--- src/rtl/rrnt_div.sv ---
module rrnt_div #(
  parameter int DW  = 32,
  parameter int DVW = 7
) (
  input  logic           clk,
  input  logic           rst,
  input  logic           start,
  input  logic [DW-1:0]  num,
  input  logic [DVW-1:0] den,
  output logic           busy,
  output logic           done,
  output logic [DW-1:0]  quo
);

  localparam int CW = $clog2(DW + 1);

  logic [CW-1:0]  cnt;
  logic [DVW:0]   rem;
  logic [DVW-1:0] den_r;
  logic [DW-1:0]  q;
  logic [DVW:0]   rem_sh;
  logic           ge;

  assign rem_sh = {rem[DVW-1:0], q[DW-1]};
  assign ge     = rem_sh >= {1'b0, den_r};
  assign quo    = q;

  always_ff @(posedge clk) begin
    if (rst) begin
      busy <= 1'b0;
      done <= 1'b0;
    end else begin
      done <= 1'b0;
      if (start) begin
        busy  <= 1'b1;
        cnt   <= '0;
        rem   <= '0;
        q     <= num;
        den_r <= den;
      end else if (busy) begin
        rem <= ge ? rem_sh - {1'b0, den_r} : rem_sh;
        q   <= {q[DW-2:0], ge};
        cnt <= cnt + 1'b1;
        if (cnt == CW'(DW - 1)) begin
          busy <= 1'b0;
          done <= 1'b1;
        end
      end
    end
  end

endmodule

--- config.mk ---
export PLATFORM = sky130hd
export DESIGN_NAME = rrnt_div
export DESIGN_NICKNAME = d
export VERILOG_FILES = /design/src/rtl/rrnt_div.sv
export SDC_FILE = /design/constraint.sdc
export NUM_CORES = 1
export LEC_CHECK = 0
export BUFFER_PORTS_ARGS = -buffer_cell sky130_fd_sc_hd__clkbuf_2
export CAP_MARGIN = 0
export CORE_AREA = 2 2 74 76
export CTS_BUF_LIST = sky130_fd_sc_hd__clkbuf_2 sky130_fd_sc_hd__clkbuf_4 sky130_fd_sc_hd__clkbuf_8
export CTS_CLUSTER_DIAMETER = 40
export DETAILED_ROUTE_END_ITERATION = 16
export DIE_AREA = 0 0 76 78
export PLACE_DENSITY_LB_ADDON = 0.2
export SKIP_LAST_GASP = 1
export SYNTH_ARGS = -nofsm -noshare
export SYNTH_HDL_FRONTEND = slang
export SYNTH_SLANG_ARGS = --single-unit
--- constraint.sdc ---
create_clock -name clk -period 3.97 [get_ports clk]
set_input_delay 0.1985 -clock clk [delete_from_list [all_inputs] [get_ports clk]]
set_output_delay 0.1985 -clock clk [all_outputs]
set_load 0.01 [all_outputs]
After elaboration in Yosys (flattened, before gate mapping)
Index checks and enable logic that the tools add are counted.
W data, S select, Z words.
{"block": "classes", "n_eq_ne": 1, "n_addsub": 2, "mux": 9, "n_div": 0, "shift": 0, "bitwise": 2, "multipliers": 0, "order_cmp": 1, "reduce_logical": 4}
{"operator": "$mux W32", "n": 2}
{"operator": "$mux W7", "n": 2}
{"operator": "$ge A8 B7 Y1", "n": 1}
{"operator": "$sub A7 B7 Y7", "n": 1}
{"operator": "$add A6 B1 Y6 const B", "n": 1}
{"operator": "$eq A6 B5 Y1 const B", "n": 1}
{"operator": "$mux W6", "n": 1}
{"operator": "$mux W1", "n": 4}
{"operator": "$reduce_and A2 Y1", "n": 2}
{"operator": "$reduce_or A3 Y1", "n": 1}
{"operator": "$not A1 Y1", "n": 2}
{"operator": "$reduce_bool A2 Y1", "n": 1}
{"block": "word_totals", "latchBits": 0, "output_inout_bits": 34, "elab_cells": 25, "register_bits": 54, "input_bits": 42, "n_memories": 0, "mem_bits_rw": 0, "mem_bits_ro": 0}

Logic depth before layout (Yosys ltp)
Gate-level depths: netlist (run 1).
{"block": "logic_depth", "word_depth": 4, "mapped_depth": 8, "mapped_depth_nobuf": 8}

Worst setup path after synthesis (run 1)
No wires, ideal clock.
{"block": "synth_timing", "path_type": "input to register", "from": "input start", "to": "register cnt[0], enable pin", "setup_ns": 0.448, "slack_ns": 0.957, "arrival_ns": 2.566, "required_ns": 3.522, "path_buffers": 2, "cell_stages": 4, "cell_sequence": "buf_2 buf_2 nor2_1 nor2_1"}
{"block": "synth_via", "elab_chain_cells": 2}
{"element": "start: declaration", "line_no": "7", "source": "input logic start,"}
{"element": "$reduce_bool A2 Y1 (no line)"}
{"element": "$reduce_and A2 Y1 (no line)"}
{"element": "end signal: assignment", "line_no": "43", "source": "cnt <= cnt + 1'b1;"}
{"element": "end: declaration", "line_no": "17", "source": "logic [CW-1:0] cnt;"}
No other way between the ends.
A chain may end at the register's enable or synchronous reset.

Final worst setup path (run 1)
{"block": "layout_timing", "from": "register q[31] (netlist: quo[31])", "to": "register rem[0], data pin"}
{"block": "layout_via", "elab_chain_cells": 3, "word_cells_on_any_way": 4, "classes_between": "1 x add/sub; 1 x order compare; 2 x mux"}
{"element": "start: declaration", "line_no": "20", "source": "logic [DW-1:0] q;"}
{"element": "start signal: assignment", "line_no": "38", "source": "q <= num;"}
{"element": "start signal: assignment", "line_no": "42", "source": "q <= {q[DW-2:0], ge};"}
{"element": "$sub A7 B7 Y7 / $ge A8 B7 Y1 (equally long branches)", "line_no": "41, 25"}
{"element": "$mux W7 (*)", "line_no": "41", "source": "rem <= ge ? rem_sh - {1'b0, den_r} : rem_sh;"}
{"element": "$mux W7 (*)", "line_no": "40", "source": "end else if (busy) begin"}
{"element": "end signal: assignment", "line_no": "41"}
{"element": "end: declaration", "line_no": "18", "source": "logic [DVW:0] rem;"}
Mark *: on every way between the ends. The rest lies on a longest branch, timed or not. The select of a mux whose other input is x is not followed.

==> results of run 1 <==
[cells by family after synthesis]
family / synth area share
compound gates: 0.0747
xor+xnor: 0.0202
fa+ha+maj: 0.0462
buf+inv: 0.0246
flops: 0.617
mux: 0.146
simple gates: 0.0713
[final cells by class]
| class | count | area (um^2) |
|---|---|---|
| Inverter | 11 | 41.3 |
| Sequential cell | 54 | 1600 |
| Clock inverter | 3 | 63.8 |
| Timing Repair Buffer | 77 | 390 |
| Clock buffer | 5 | 68.8 |
| Tap cell | 70 | 87.6 |
| Multi-Input combinational cell | 114 | 940 |
| Fill cell | 389 | 1850 |
[flip-flops by register name, summed over array words and instances, names as in the netlist]
name,cells
quo,32
busy,1
cnt,6
rem,7
den_r,7
done,1
[power groups by stage]
stage               clock network, mW  logic (mW)  registers, mW
floorplan                           0       0.149          0.718
global placement                    0       0.230          0.711
detailed placement                  0       0.234          0.709
CTS                             0.436       0.235          0.698
global route                    0.455       0.261          0.703
finish                          0.427       0.233          0.697
[worst max-delay path, stage by stage (launching register included)]
cell and delay [ns]:
edfxtp_1 0.38, inv_1 0.05, ha_1 0.21, fa_1 0.40, nand2b_2 0.21, o2bb2ai_2 0.15, a31oi_1 0.30, nor3_1 0.11
a211oi_1 0.22
[layer usage]
metal | routed length [um] | track usage
met2 | 2200 | 0.263
met4 | 105 | 0.0691
met5 | 0 | 0
met3 | 338 | 0.0477
met1 | 2160 | 0.225
[layout by cell type (no fill, tap or decap), drive strengths merged, types with 6 or more instances in the layout]
| master | instances |
|---|---|
| inv | 11 |
| clkbuf | 80 |
| a21oi | 8 |
| edfxtp | 52 |
| mux2 | 32 |
| o21ai | 6 |
| nor2 | 14 |
| nor3 | 6 |
| nand3 | 7 |
| ha | 8 |
[worst max-delay path by stage]
| stage | to | cells after the start | slack, ns |
|---|---|---|---|
| finish | rem[0] | 8 | 1.77 |
| global route | rem[4] | 8 | 1.59 |
| CTS | rem[0] | 8 | 1.77 |
| detailed placement | rem[0] | 8 | 1.80 |
| global placement | rem[0] | 8 | 1.83 |
| floorplan | cnt[0] | 4 | 0.96 |
[stage by stage]
step,util,cells
detailed placement,0.607,326
finish,0.633,334
floorplan,-,184
global route,0.633,334
global placement,0.607,326
CTS,0.633,334
==> results.sh, run 1 <==
export IMPL_cts_max_level=2
export IMPL_comb_power_share=0.172
export IMPL_num_rows=26
export IMPL_r2r_cells=8
export IMPL_crit_type="register to register"
export IMPL_min_path_type="input pin to register"
export IMPL_cp_start_kind="register"
export IMPL_synth_nets=235
export IMPL_drt_iter0_markers=69
export IMPL_synth_top_area_cell="edfxtp_1"
export IMPL_rsz0062_at_grt="false"
export IMPL_status="completed"
export IMPL_clock_sinks=54
export IMPL_drv_cap=0
export IMPL_die_area_mm2=0.00593
export IMPL_overflow=0
export IMPL_period_share=0.553
export IMPL_track_usage=0.169
export IMPL_worstSetupEndpointType="register"
export IMPL_cts_tree="built"
export IMPL_dpl_cell_area_mm2=0.00306
export IMPL_hold_end="den_r[2]"
export IMPL_cts_path_max_buffers=2
export IMPL_pin_count=76
export IMPL_max_freq_ghz=0.455
export IMPL_yosys_warnings=0
export IMPL_hp_start="den[2]"
export IMPL_syn_avg_cell_area_um2=14.1
export IMPL_dpl_hpwl_um=3410
export IMPL_yosysTopAreaCellShare=0.601
export IMPL_fp_dieH_um=78
export IMPL_synthTopCellsByArea="edfxtp_1, mux2_2, ha_1"
export IMPL_cts_root_buffer_cell="clkbuf_8"
export IMPL_die_w_um=76
export IMPL_drt_wl_total_um=4800
export IMPL_grt_pass1_wl_um=7840
export IMPL_switching_power_mw=0.321
export IMPL_ys_seq_area_frac=0.617
export IMPL_fin_ws_ns=1.77
export IMPL_tns_ns=0
export IMPL_dr_total_vias=1730
export IMPL_yosys_top_cells_count="edfxtp_1, mux2_2, nor2_1"
export IMPL_ys_async_sr_fraction=0
export IMPL_routedWlPerCell_um=14.4
export IMPL_syn_to_final_growth_pct=22.9
export IMPL_synth_enable_flop_cells=52
export IMPL_min_path_cells=1
export IMPL_cts_hold_buffers_added=0
export IMPL_syn_area_mm2=0.00260
export IMPL_p_int_mw=1.04
export IMPL_switching_share=0.236
export IMPL_clk_pin_slew_ns=0.10
export IMPL_drt_pass1_iterations=4
export IMPL_synthCells=184
export IMPL_hold_slack_ns=0.0611
export IMPL_power_frac_seq=0.514
export IMPL_pwr_density_cell_mw_per_mm2=425
export IMPL_port_buffers=75
export IMPL_ys_flop_type="edfxtp_1"
export IMPL_required_ns=4.11
export IMPL_n_antenna_cell=0
export IMPL_synth_distinct_cells=34
export IMPL_reg2reg_to="rem[0]"
export IMPL_yosysMostFrequentCell="edfxtp_1"
export IMPL_p_leak_nw=1.29
export IMPL_cp_arrival_ns=2.34
export IMPL_drive_gt1_frac=0.462
export IMPL_clockPowerShare=0.315
export IMPL_ys_seq_elements=54
export IMPL_max_slew_worst_pin_slew_ns=1.00
export IMPL_pre_cts_ws_ns=1.80
export IMPL_avgViaCountPerCell=5.18
export IMPL_cts_made_buffers=5
export IMPL_fin_total_pwr_mw=1.36
export IMPL_drc=0
export IMPL_finalNetCount=314
export IMPL_skew_ns=0.00861
export IMPL_maxSlewViolCount=0
export IMPL_fin_area_mm2=0.00319
export IMPL_r2r_start="quo[31]"
export IMPL_post_route_min_period_ns=2.20
export IMPL_start_util=0.515
export IMPL_worstSetupStartpoint="quo[31]"
export IMPL_final_antenna_net_count=0
export IMPL_finalSetupViolCount=0
export IMPL_r2r_slack_ns=1.77
export IMPL_first_global_vias=1671
export IMPL_cts_setup_buffers=0
export IMPL_cts_resized=0
export IMPL_slew_headroom=0.329
export IMPL_ir_drop_uv=294
export IMPL_place_congestion=0.840
export IMPL_worstPathMaxFanout=5
export IMPL_core_area_mm2=0.00504
export IMPL_grt_max_degree=47
export IMPL_grt_antenna_before_repair=0
export IMPL_clock_latency_ns=0.31
export IMPL_hold_viol_final=0
(Power assumes the default switching activity.)
==> inputs of run 2 (changes only) <==
- ABC_AREA: unset -> 1
- CORE_AREA: 2 2 74 76 -> 2 2 78 80
- DIE_AREA: 0 0 76 78 -> 0 0 80 82
- clock period: 3.97 -> 1.9 ns (I/O delays scaled with it)
==> results.sh, run 2 <==
export IMPL_fin_ws_ns=0.0283
export IMPL_cts_tree="built"
export IMPL_tns_ns=0
export IMPL_n_antenna_cell=0
export IMPL_worstSetupStartpoint="den_r[0]"
export IMPL_ir_drop_uv=422
export IMPL_ys_seq_area_frac=0.595
export IMPL_grt_antenna_before_repair=0
export IMPL_clock_sinks=54
export IMPL_yosys_top_cells_count="nand2_1, edfxtp_1, inv_1"
export IMPL_required_ns=1.97
export IMPL_pin_count=76
export IMPL_start_util=0.469
export IMPL_hold_slack_ns=0.0276
export IMPL_cpMaxStageDelayCell="edfxtp_1"
export IMPL_max_freq_ghz=0.534
export IMPL_cts_path_max_buffers=2
export IMPL_worstPathMaxFanout=8
export IMPL_num_rows=28
export IMPL_place_congestion=0.828
export IMPL_cts_root_buffer_cell="clkbuf_8"
export IMPL_cpMostUsedCell="nand2_2"
export IMPL_reg2reg_to="rem[1]"
export IMPL_drt_wl_total_um=5720
export IMPL_overflow=0
export IMPL_pre_cts_ws_ns=-0.0723
export IMPL_die_area_mm2=0.00656
export IMPL_synth_top_area_cell="edfxtp_1"
export IMPL_yosysTopAreaCellShare=0.580
export IMPL_final_cell_mix="nand2_1, clkbuf_2, edfxtp_1"
export IMPL_dpl_hpwl_um=4040
export IMPL_largest_reg_flops=32
export IMPL_finalNetCount=438
export IMPL_port_buffers=75
export IMPL_skew_ns=0.00914
export IMPL_pwr_density_cell_mw_per_mm2=777
export IMPL_crit_path_end="rem[1]"
export IMPL_ys_async_sr_fraction=0
export IMPL_drv_cap=0
export IMPL_ys_seq_elements=54
export IMPL_period_share=0.985
export IMPL_fin_total_pwr_mw=2.67
export IMPL_synth_distinct_cells=24
export IMPL_min_path_type="input pin to register"
export IMPL_syn_to_final_growth_pct=27.6
export IMPL_slew_headroom=0.753
export IMPL_drc=0
export IMPL_cp_start_kind="register"
export IMPL_cp_arrival_ns=1.94
export IMPL_rsz0062_at_grt="true"
export IMPL_post_route_min_period_ns=1.87
export IMPL_synthTopCellsByArea="edfxtp_1, nand2_1, inv_1"
export IMPL_finalSetupViolCount=0
export IMPL_p_leak_nw=1.68
export IMPL_grt_pass1_wl_um=8940
export IMPL_status="completed"
export IMPL_worstSetupEndpointType="register"
export IMPL_avgViaCountPerCell=4.79
export IMPL_syn_avg_cell_area_um2=9.01
export IMPL_synthCells=299
export IMPL_yosys_warnings=0
export IMPL_grt_max_degree=39
export IMPL_r2r_start="den_r[0]"
export IMPL_crit_type="register to register"
export IMPL_cts_made_buffers=5
export IMPL_syn_area_mm2=0.00269
export IMPL_final_antenna_net_count=0
export IMPL_clock_latency_ns=0.31
export IMPL_dr_total_vias=2216
export IMPL_max_slew_worst_pin_slew_ns=0.371
export IMPL_fp_dieH_um=82
export IMPL_yosysMostFrequentCell="nand2_1"
export IMPL_die_w_um=80
export IMPL_synth_nets=350
export IMPL_first_global_vias=2041
export IMPL_core_area_mm2=0.00575
export IMPL_r2r_slack_ns=0.03
export IMPL_cts_max_level=2
export IMPL_routedWlPerCell_um=12.3
export IMPL_ys_flop_type="edfxtp_1"
export IMPL_slowest_delay_ns=0.43
export IMPL_drt_iter0_markers=102
export IMPL_track_usage=0.176
export IMPL_maxSlewViolCount=0
export IMPL_drive_gt1_frac=0.302
export IMPL_hold_viol_final=0
export IMPL_crit_chain="ha_4 > fa_2 > inv_2 > nand2_2 > nand2_2 > nand3_2 > nand2_2 > nor2_4 > nor2_1 > nor2_1"
export IMPL_final_common_cell="nand2_1"
export IMPL_r2r_cells=10
export IMPL_synth_enable_flop_cells=52
export IMPL_fin_util=0.598
export IMPL_clk_pin_slew_ns=0.10
export IMPL_drt_pass1_iterations=4
-- run 2: routing by layer --
metal / global-route usage / vias to the layer above / share of wire
met1: 0.239 / 997 / 0.44
met3: 0.0363 / 6 / 0.080
met5: 0 / - / 0
met2: 0.282 / 85 / 0.47
met4: 0.0593 / 0 / 0.010
li1: - / 1128 / -
-- run 2: kinds of logic after synthesis --
logic type               after synthesis  share of synthesized area
adder cells (fa/ha/maj)                9                     0.0446
buffers and inverters                 44                     0.0627
AO/OA/AOI/OAI                         10                     0.0237
flip-flops                            54                      0.595
AND/OR/NAND/NOR                      180                      0.268
XOR/XNOR                               2                    0.00650
-- run 2: power breakdown --
group	switching, mW	internal (mW)	leakage [nW]
combinational	0.334	0.230	1.11
sequential	0.0479	1.41	0.517
clock	0.384	0.261	0.0483
total	0.766	1.90	1.68
-- run 2: how the worst min path moves through the flow --
stage	from	end	cells past startpoint
3_3_place_gp	den[1]	den_r[1]	1
3_5_place_dp	den[0]	den_r[0]	1
4_1_cts	rst	done	2
2_1_floorplan	rst	done	1
5_1_grt	rst	done	2
6_report	rst	done	2
-- run 2: final cells by class --
| cell class | instances | area [um^2] |
|---|---|---|
| Tap cell | 75 | 93.8 |
| Clock buffer | 5 | 68.8 |
| Fill cell | 513 | 2310 |
| Multi-Input combinational cell | 201 | 1020 |
| Clock inverter | 3 | 18.8 |
| Timing Repair Buffer | 90 | 505 |
| Sequential cell | 54 | 1600 |
| Inverter | 35 | 131 |
-- run 2: repair_timing --
| action | CTS | global route |
|---|---|---|
| pin swaps | 0 | 12 |
| cloned | 0 | 0 |
| hold buffers | 7 | 0 |
| buffers inserted | 0 | 2 |
| endpoints found under the hold margin | 7 | 0 |
| gates resized for setup | 2 | 20 |
| setup endpoints to repair | 7 | 7 |
-- run 2: stage by stage --
stage,instances,cell area [um^2]
finish,463,3440
global route,463,3440
CTS,461,3340
detailed placement,446,3180
global placement,446,3180
floorplan,299,2710
-- run 2: critical path: cells and delay by family, from the launching register on --
family | cells | cell delay (ns)
simple gates | 7 | 0.53
buf+inv | 1 | 0.07
fa+ha+maj | 2 | 0.59
flops | 1 | 0.43
==> inputs of run 3 (changes only) <==
- CORE_AREA: 2 2 78 80 -> 2 2 99 63
- DIE_AREA: 0 0 80 82 -> 0 0 101 65
- MAX_ROUTING_LAYER: unset -> met4
==> results.sh, run 3 (synthesis results as in run 2) <==
export IMPL_clk_pin_slew_ns=0.09
export IMPL_hold_end="done"
export IMPL_first_global_vias=2050
export IMPL_required_ns=1.97
export IMPL_p_leak_nw=1.67
export IMPL_clockPowerShare=0.231
export IMPL_cts_max_level=2
export IMPL_cts_tree="built"
export IMPL_crit_type="register to register"
export IMPL_min_path_type="input pin to register"
export IMPL_switching_power_mw=0.748
export IMPL_fillers=518
export IMPL_rsz0062_at_grt="true"
export IMPL_worstPathMaxFanout=8
export IMPL_grt_max_degree=42
export IMPL_dr_total_vias=2169
export IMPL_clock_sinks=54
export IMPL_drt_wl_total_um=6050
export IMPL_ir_drop_uv=340
export IMPL_cts_made_buffers=5
export IMPL_die_w_um=101
export IMPL_core_area_mm2=0.00578
export IMPL_pwr_density_cell_mw_per_mm2=772
export IMPL_max_freq_ghz=0.529
export IMPL_track_usage=0.199
export IMPL_finalSetupViolCount=0
export IMPL_hold_viol_final=0
export IMPL_final_cell_mix="nand2_1, clkbuf_2, edfxtp_1"
export IMPL_drc=0
export IMPL_port_buffers=75
export IMPL_reg2reg_to="rem[5]"
export IMPL_min_path_cells=2
export IMPL_period_share=0.995
export IMPL_overflow=0
export IMPL_drive_gt1_frac=0.284
export IMPL_worstSetupStartpoint="den_r[0]"
export IMPL_finalNetCount=438
export IMPL_slew_headroom=0.717
export IMPL_drv_cap=0
export IMPL_switching_share=0.283
export IMPL_cts_path_max_buffers=2
export IMPL_drt_iter0_markers=158
export IMPL_n_antenna_cell=0
export IMPL_cp_start_kind="register"
export IMPL_final_antenna_net_count=0
export IMPL_avgViaCountPerCell=4.72
export IMPL_largest_reg_flops=32
export IMPL_status="completed"
export IMPL_maxSlewViolCount=0
export IMPL_start_util=0.466
export IMPL_comb_power_share=0.215
export IMPL_pre_cts_ws_ns=-0.104
export IMPL_num_rows=22
export IMPL_r2r_slack_ns=0.01
export IMPL_pin_count=76
export IMPL_worstSetupEndpointType="register"
export IMPL_cts_root_buffer_cell="clkbuf_8"
export IMPL_cp_arrival_ns=1.96
export IMPL_hp_start="rst"
export IMPL_power_frac_seq=0.554
export IMPL_final_common_cell="nand2_1"
export IMPL_fin_ws_ns=0.0104
export IMPL_max_slew_worst_pin_slew_ns=0.425
export IMPL_die_area_mm2=0.00657
export IMPL_multiInputGateArea_mm2=0.00100
export IMPL_p_int_mw=1.89
export IMPL_grt_pass1_wl_um=9780
export IMPL_post_route_min_period_ns=1.89
export IMPL_tns_ns=0
export IMPL_regArea_mm2=0.00160
export IMPL_skew_ns=0.00334
export IMPL_dpl_hpwl_um=4320
export IMPL_r2r_start="den_r[0]"
export IMPL_fin_util=0.592
export IMPL_drt_pass1_iterations=4
export IMPL_place_congestion=0.806
export IMPL_r2r_cells=10
export IMPL_syn_to_final_growth_pct=27.1
export IMPL_clock_latency_ns=0.30
export IMPL_routedWlPerCell_um=13.1
export IMPL_grt_antenna_before_repair=0
export IMPL_fp_dieH_um=65
[run 3: cell types whose count changed in the layout (fill, tap and decap cells not counted), moves of 2 or more]
cell,change
nand3_1,+3
clkinv_1,+3
nand3_2,-3
clkinv_2,-2
[run 3: power by group through the flow]
stage	sequential, mW	combinational, mW	clock (mW)
final	1.46	0.569	0.610
after global routing	1.47	0.640	0.665
after CTS	1.46	0.530	0.625
after detailed placement	1.49	0.515	0
after global placement	1.49	0.505	0
after floorplan	1.50	0.311	0
[run 3: metal layers]
layer	GRT usage	wire (um)	part of all wire	vias up
li1	-	-	-	1131
met1	0.296	3100	0.51	970
met2	0.267	2470	0.41	66
met3	0.0626	445	0.074	2
met4	0.0405	29	0.0048	0
met5	-	0	0	-
[run 3: how the worst max path moves through the flow]
stage	depth (start not counted)	endpoint	slack, ns
floorplan	11	rem[5]	0.07
global placement	12	rem[6]	0.01
detailed placement	12	rem[5]	-0.10
CTS	12	rem[2]	0.006
global route	11	rem[2]	-0.1
finish	10	rem[5]	0.01
[run 3: timing repair]
item | 4_1_cts | 5_1_grt
hold buffers | 7 | 0
hold endpoints to repair | 7 | 0
setup endpoints to repair | 7 | 8
resized for setup | 2 | 16
pin swaps | 0 | 10
setup buffers | 0 | 2
[run 3: per-stage QoR]
| stage | power (mW) | cells | instance area [um^2] | hold WS (ns) |
|---|---|---|---|---|
| finish | 2.64 | 460 | 3420 | 0.0295 |
| global route | 2.78 | 460 | 3420 | 0.0198 |
| CTS | 2.62 | 458 | 3350 | 0.0174 |
| detailed placement | 2.00 | 443 | 3190 | 0.275 |
| global placement | 1.99 | 443 | 3190 | 0.273 |
| floorplan | 1.81 | 299 | 2710 | 0.172 |
[run 3: worst max-delay path, cell delays in order (launching register included)]
cell and delay [ns]:
edfxtp_1 0.43, ha_4 0.19, fa_2 0.40, inv_2 0.08
nand2_2 0.05, nand2_2 0.09, nand3_2 0.09, nand2_2 0.10
nor2_4 0.07, nor2_2 0.12, nor2_2 0.04
[run 3: area by class of cell]
cell class              instances  area share
clock buffers                   5      0.0201
clock inverters                 3     0.00329
inverters                      35      0.0384
multi-input cells             201       0.293
flip-flops and latches         54       0.468
well taps                      72      0.0263
repair buffers                 90       0.151
